<file path="src/rtl/core/hit_pkg.sv">
// ---------------------------------------------------------------------------
// hit_pkg: shared types and constants of the hash intern table
// Holds the stream field widths, the djb2 hash constants, the result
// status codes and the request bundle passed to the home slot unit.
// ---------------------------------------------------------------------------
`default_nettype none

package hit_pkg;

    // Defaults for the top level parameters
    localparam int DEF_TABLE_SIZE = 511;
    localparam int DEF_KEY_BYTES  = 8;

    // Fixed field widths
    localparam int KEY_TEXT_W = 64;
    localparam int KEY_LEN_W  = 4;
    localparam int IN_DATA_W  = 72;   // 68 payload bits rounded up to bytes

    // djb2 hash: h = h * 33 + c, starting at 5381
    localparam int          HASH_W          = 32;
    localparam logic [31:0] DJB2_START      = 32'd5381;
    localparam int          DJB2_MULT_SHIFT = 5;   // 33 = 2^5 + 1

    // Result status codes
    typedef enum logic [1:0] {
        STAT_FOUND = 2'd0,
        STAT_ADDED = 2'd1,
        STAT_FULL  = 2'd2
    } status_t;

    // Request to the home slot unit
    typedef struct packed {
        logic                  start;
        logic [KEY_LEN_W-1:0]  len;    // already limited to the key size
        logic [KEY_TEXT_W-1:0] text;   // already masked to the length
    } home_req_t;

endpackage

`default_nettype wire

</file>
<file path="src/rtl/core/hit_home_slot.sv">
// ---------------------------------------------------------------------------
// hit_home_slot: djb2 hash and home slot of a key
// Hashes one character per cycle, then reduces the 32-bit hash modulo
// TABLE_SIZE with a reciprocal multiply split into two 16-bit halves, a
// back multiply, a subtract and one compare-subtract correction.
// ---------------------------------------------------------------------------
`default_nettype none

module hit_home_slot #(
    parameter int TABLE_SIZE = hit_pkg::DEF_TABLE_SIZE
) (
    input  wire logic                          clk,
    input  wire logic                          rst_n,
    input  wire hit_pkg::home_req_t            req,
    output logic                               done,
    output logic [$clog2(TABLE_SIZE)-1:0]      slot
);

    localparam int SLOT_W  = $clog2(TABLE_SIZE);
    localparam int REM_W   = SLOT_W + 1;
    localparam int SHIFT   = hit_pkg::HASH_W + SLOT_W;
    localparam int RECIP_W = 33;
    localparam int PROD_W  = 16 + RECIP_W;
    localparam int SUM_W   = PROD_W + 16;
    // floor(2^SHIFT / N): quotient estimate is low by at most one
    localparam logic [RECIP_W-1:0] RECIP =
        RECIP_W'((64'(1) << SHIFT) / 64'(TABLE_SIZE));
    localparam logic [31:0]      MODULUS   = 32'(TABLE_SIZE);
    localparam logic [REM_W-1:0] MODULUS_R = REM_W'(TABLE_SIZE);

    typedef enum logic [2:0] {
        PH_IDLE,
        PH_HASH,
        PH_MUL_LO,
        PH_MUL_HI,
        PH_QUOT,
        PH_BACK,
        PH_REM,
        PH_FIX
    } phase_t;

    phase_t                           phase_reg;
    logic [hit_pkg::KEY_LEN_W-1:0]    len_reg;
    logic [hit_pkg::KEY_LEN_W-1:0]    cnt_reg;
    logic [hit_pkg::KEY_TEXT_W-1:0]   text_reg;
    logic [31:0]                      hash_reg;
    logic [PROD_W-1:0]                prod_lo_reg;
    logic [PROD_W-1:0]                prod_hi_reg;
    logic [31:0]                      quot_reg;
    logic [31:0]                      back_reg;
    logic [REM_W-1:0]                 rem_reg;
    logic                             done_reg;
    logic [SLOT_W-1:0]                slot_reg;

    logic [31:0]       hash_next;
    logic [SUM_W-1:0]  prod_sum;

    // Next hash value: h * 33 + c
    assign hash_next = (hash_reg << hit_pkg::DJB2_MULT_SHIFT) + hash_reg
                     + {24'd0, text_reg[7:0]};
    assign prod_sum  = SUM_W'(prod_lo_reg) + (SUM_W'(prod_hi_reg) << 16);

    // Sequence hash and reduction
    always_ff @(posedge clk or negedge rst_n)
    begin
        if (!rst_n)
        begin
            phase_reg <= PH_IDLE;
            done_reg  <= 1'b0;
        end
        else
        begin
            // Pulse done as the slot is loaded
            done_reg <= (phase_reg == PH_FIX);
            case (phase_reg)
                PH_IDLE:
                begin
                    if (req.start)
                    begin
                        len_reg   <= req.len;
                        text_reg  <= req.text;
                        cnt_reg   <= '0;
                        hash_reg  <= hit_pkg::DJB2_START;
                        phase_reg <= PH_HASH;
                    end
                end
                PH_HASH:
                begin
                    if (cnt_reg == len_reg)
                    begin
                        phase_reg <= PH_MUL_LO;
                    end
                    else
                    begin
                        hash_reg <= hash_next;
                        text_reg <= text_reg >> 8;
                        cnt_reg  <= cnt_reg + 1'b1;
                    end
                end
                PH_MUL_LO:
                begin
                    prod_lo_reg <= PROD_W'(hash_reg[15:0]) * PROD_W'(RECIP);
                    phase_reg   <= PH_MUL_HI;
                end
                PH_MUL_HI:
                begin
                    prod_hi_reg <= PROD_W'(hash_reg[31:16]) * PROD_W'(RECIP);
                    phase_reg   <= PH_QUOT;
                end
                PH_QUOT:
                begin
                    quot_reg  <= 32'(prod_sum >> SHIFT);
                    phase_reg <= PH_BACK;
                end
                PH_BACK:
                begin
                    back_reg  <= 32'(quot_reg * MODULUS);
                    phase_reg <= PH_REM;
                end
                PH_REM:
                begin
                    rem_reg   <= REM_W'(hash_reg - back_reg);
                    phase_reg <= PH_FIX;
                end
                PH_FIX:
                begin
                    // Fold the remainder into range once
                    if (rem_reg >= MODULUS_R)
                    begin
                        slot_reg <= SLOT_W'(rem_reg - MODULUS_R);
                    end
                    else
                    begin
                        slot_reg <= SLOT_W'(rem_reg);
                    end
                    phase_reg <= PH_IDLE;
                end
                default:
                begin
                    phase_reg <= PH_IDLE;
                end
            endcase
        end
    end

    assign done = done_reg;
    assign slot = slot_reg;

endmodule

`default_nettype wire

</file>
<file path="config.mk">
export PLATFORM = sky130hd
export DESIGN_NAME = hit_home_slot
export DESIGN_NICKNAME = d
export VERILOG_FILES = /design/src/rtl/core/hit_pkg.sv /design/src/rtl/core/hit_home_slot.sv
export SDC_FILE = /design/constraint.sdc
export NUM_CORES = 1
export LEC_CHECK = 0
export BUFFER_PORTS_ARGS = -buffer_cell sky130_fd_sc_hd__buf_2
export CAP_MARGIN = 20
export CORE_MARGIN = 5
export CORE_UTILIZATION = 30
export CTS_BUF_LIST = sky130_fd_sc_hd__clkbuf_16
export DETAILED_ROUTE_END_ITERATION = 10
export PLACE_DENSITY = 0.44
export SYNTH_ARGS = -nofsm -noshare
export SYNTH_HDL_FRONTEND = slang
export SYNTH_SLANG_ARGS = --single-unit
export TNS_END_PERCENT = 1
</file>
<file path="constraint.sdc">
create_clock -name clk -period 8.7 [get_ports clk]
set_input_delay 0.87 -clock clk [delete_from_list [all_inputs] [get_ports clk]]
set_output_delay 0.87 -clock clk [all_outputs]
set_load 0.1 [all_outputs]
</file>
==> flow_metrics.tcl <==
set metrics [dict create \
    status "finished clean" \
    slew_headroom_pct 34.88 \
    syn_nets 1402 \
    cts_sinks 205 \
    totalNegativeSetupSlack_ns 0 \
    post_cts_buffers 0 \
    hold_ws_ns 0.1619 \
    cts_buffer_depth 3 \
    die_x_um 217.2 \
    synth_cell_types 66 \
    netlist_instances 1140 \
    path_clk_slew_ns 0.06 \
    synth_seq_area_share_pct 47.64 \
    grt_pass1_wl_mm 45.53 \
    setup_viol 0 \
    fillCellCount 4335 \
    mostFrequentLayoutCell "nand2_1" \
    critPathLaunch "quot_reg[3]" \
    num-nets-final 1493 \
    die_h_um 217.2 \
    via_per_inst 4.594 \
    routed_wl_mm 27.61 \
    dieArea_um2 47170 \
    cts_root_buf "clkbuf_16" \
    core-area_um2 42790 \
    worst_ep_required_time_ns 8.97 \
    numCtsBuffers 27 \
    slowest_stage "fa_1" \
    vias 8255 \
    maxCapViolations 0 \
    worstRegToRegCells 12 \
    power.density_nw_per_um2 352.9 \
    row_count 76 \
    synth-edff-count 201 \
    crit_end "back_reg[9]" \
    overflow 0 \
    io_pins 81 \
    htreeDepth 1 \
    rsz0062_at_grt "no" \
    grt_pass1_vias 8580 \
    cp-end-kind "flip-flop" \
    cp_common_cell "fa_1" \
    cp_max_fo 3 \
    crit_type "flip-flop to flip-flop" \
    startpoint_type "flip-flop" \
    drc 0 \
    rrSetupSlack_ns 4.97 \
    cts_tree "done" \
    portBuffers 80 \
    start_util_pct 30.10 \
    p_leak_nw 6.292 \
    crit_path_cell_trace "fa_1 -> fa_1 -> ha_1 -> inv_1 -> fa_1 -> inv_1 -> ha_1 -> a21o_1 -> a21oi_1 -> o21bai_1 -> a21oi_1 -> xnor2_1" \
    slew_violations 0 \
    drtAntennaViolNets 0 \
    synth_warnings 0 \
    ys_seq_elements 205 \
    synth_area_um2 12880 \
    hold_buffers 0 \
    arrival_ns 4.00 \
    antenna-diode-count 0 \
    finalHoldViolCount 0 \
    grt_antenna_before_repair 0 \
    grt_max_degree 94 \
    tightest_slew_ns 0.9768 \
    mostFrequentLayoutCells "203 x nand2_1, 201 x edfxtp_1, 166 x ha_1, 80 x buf_2, 77 x inv_1" \
    slowest_delay_ns 0.63 \
    fmax_ghz 0.2684 \
    r2r-start "quot_reg[3]" \
    ctsResizeCount 0 \
    synthFlopType "edfxtp_1" \
    avgRoutedWirePerCell_um 15.36 \
    place_congestion 0.7767 \
    insertion_delay_ns 0.53 \
    fin_crit_ns 3.726 \
    synthArstFlopShare_pct 1.951 \
    syn_area_per_cell_um2 11.30 \
    r2r-end "back_reg[9]" \
    grt_usage_pct 11.89 \
    area_growth_pct 14.20 \
    largest_register_ffs 64 \
    layout-drive-gt1-share_pct 12.23 \
    clock_skew_ns 0.01344 \
    fin_crit_sh_pct 42.83 \
    vdd_drop_max_mv 0.2052 \
    drt_iter0_markers 316 \
    first_pass_iters 4 \
    hpwlAfterDp_mm 20.48 \
    hold_path.class "input pin to async pin" \
]
cell families after synthesis:
family,Yosys count,share of synthesized area [%]
buffers and inverters,94,2.759
AO/OA/AOI/OAI,179,10.01
AND/OR/NAND/NOR,368,12.55
flip-flops,205,47.64
multiplexers,1,0.08743
XOR/XNOR,102,6.937
adder cells (fa/ha/maj),191,20.01
layer usage:
metal	share of wire (%)	vias up	track usage, %
met1	46	3864	15.80
met2	48	101	20.19
met3	3.1	42	1.989
met5	0	-	0
li1	-	4248	-
met4	2.5	0	3.202
area by class of cell:
| class | instances | area [um^2] | area share [%] |
|---|---|---|---|
| multi-input combinational | 841 | 6407 | 43.56 |
| sequential | 205 | 6136 | 41.72 |
| tap | 546 | 683.2 | 4.645 |
| clock buffer | 27 | 675.6 | 4.594 |
| timing repair buffer | 86 | 445.4 | 3.028 |
| inverter | 70 | 262.8 | 1.786 |
| clock inverter | 22 | 97.59 | 0.6635 |
per-stage QoR:
stage | setup slack [ns] | std cells | cell area [um^2] | util [%] | total power [mW]
after CTS | 4.934 | 1797 | 14710 | 34.37 | 5.307
after global routing | 4.723 | 1797 | 14710 | 34.37 | 5.686
after floorplan | 2.199 | 1140 | 12880 | - | 3.664
final | 4.974 | 1797 | 14710 | 34.37 | 5.191
after detailed placement | 4.950 | 1748 | 13930 | 32.56 | 4.282
after global placement | 4.949 | 1748 | 13930 | 32.56 | 4.295
worst min path at each step:
stage | endpoint | slack [ns]
2_1_floorplan | text_reg[0] | 0.48
3_3_place_gp | text_reg[37] | 0.49
3_5_place_dp | text_reg[23] | 0.49
4_1_cts | done | 0.13
5_1_grt | phase_reg[1] | 0.15
6_report | done | 0.16
cells in the mapped netlist, drive strengths merged (22+ instances only):
library cell  number  area [um^2]
nand2            204        765.7
edfxtp           201         6036
ha               166         2077
inv               70        262.8
nor2              62        237.7
xnor2             56        490.5
a21oi             54        292.8
xor2              46        402.9
a21o              31        232.7
o21ai             29        148.9
fa                25        500.5
clkbuf            22        82.58
power by group:
part | internal (mW) | switching, mW | leakage (nW) | total [mW]
Clock | 0.558 | 0.420 | 0.410 | 0.978
Sequential | 1.51 | 0.138 | 1.88 | 1.65
Combinational | 1.06 | 1.50 | 4.00 | 2.56
Total | 3.13 | 2.06 | 6.29 | 5.19
worst max-delay path: cells and delay by family, from the launching register on:
family / cells / cell delay [ns]
buffers and inverters: 2 / 0.12
AO/OA/AOI/OAI: 4 / 0.65
flip-flops: 1 / 0.45
adder cells (fa/ha/maj): 5 / 2.16
XOR/XNOR: 1 / 0.09
Note: power is estimated with default switching activity, not from simulation.
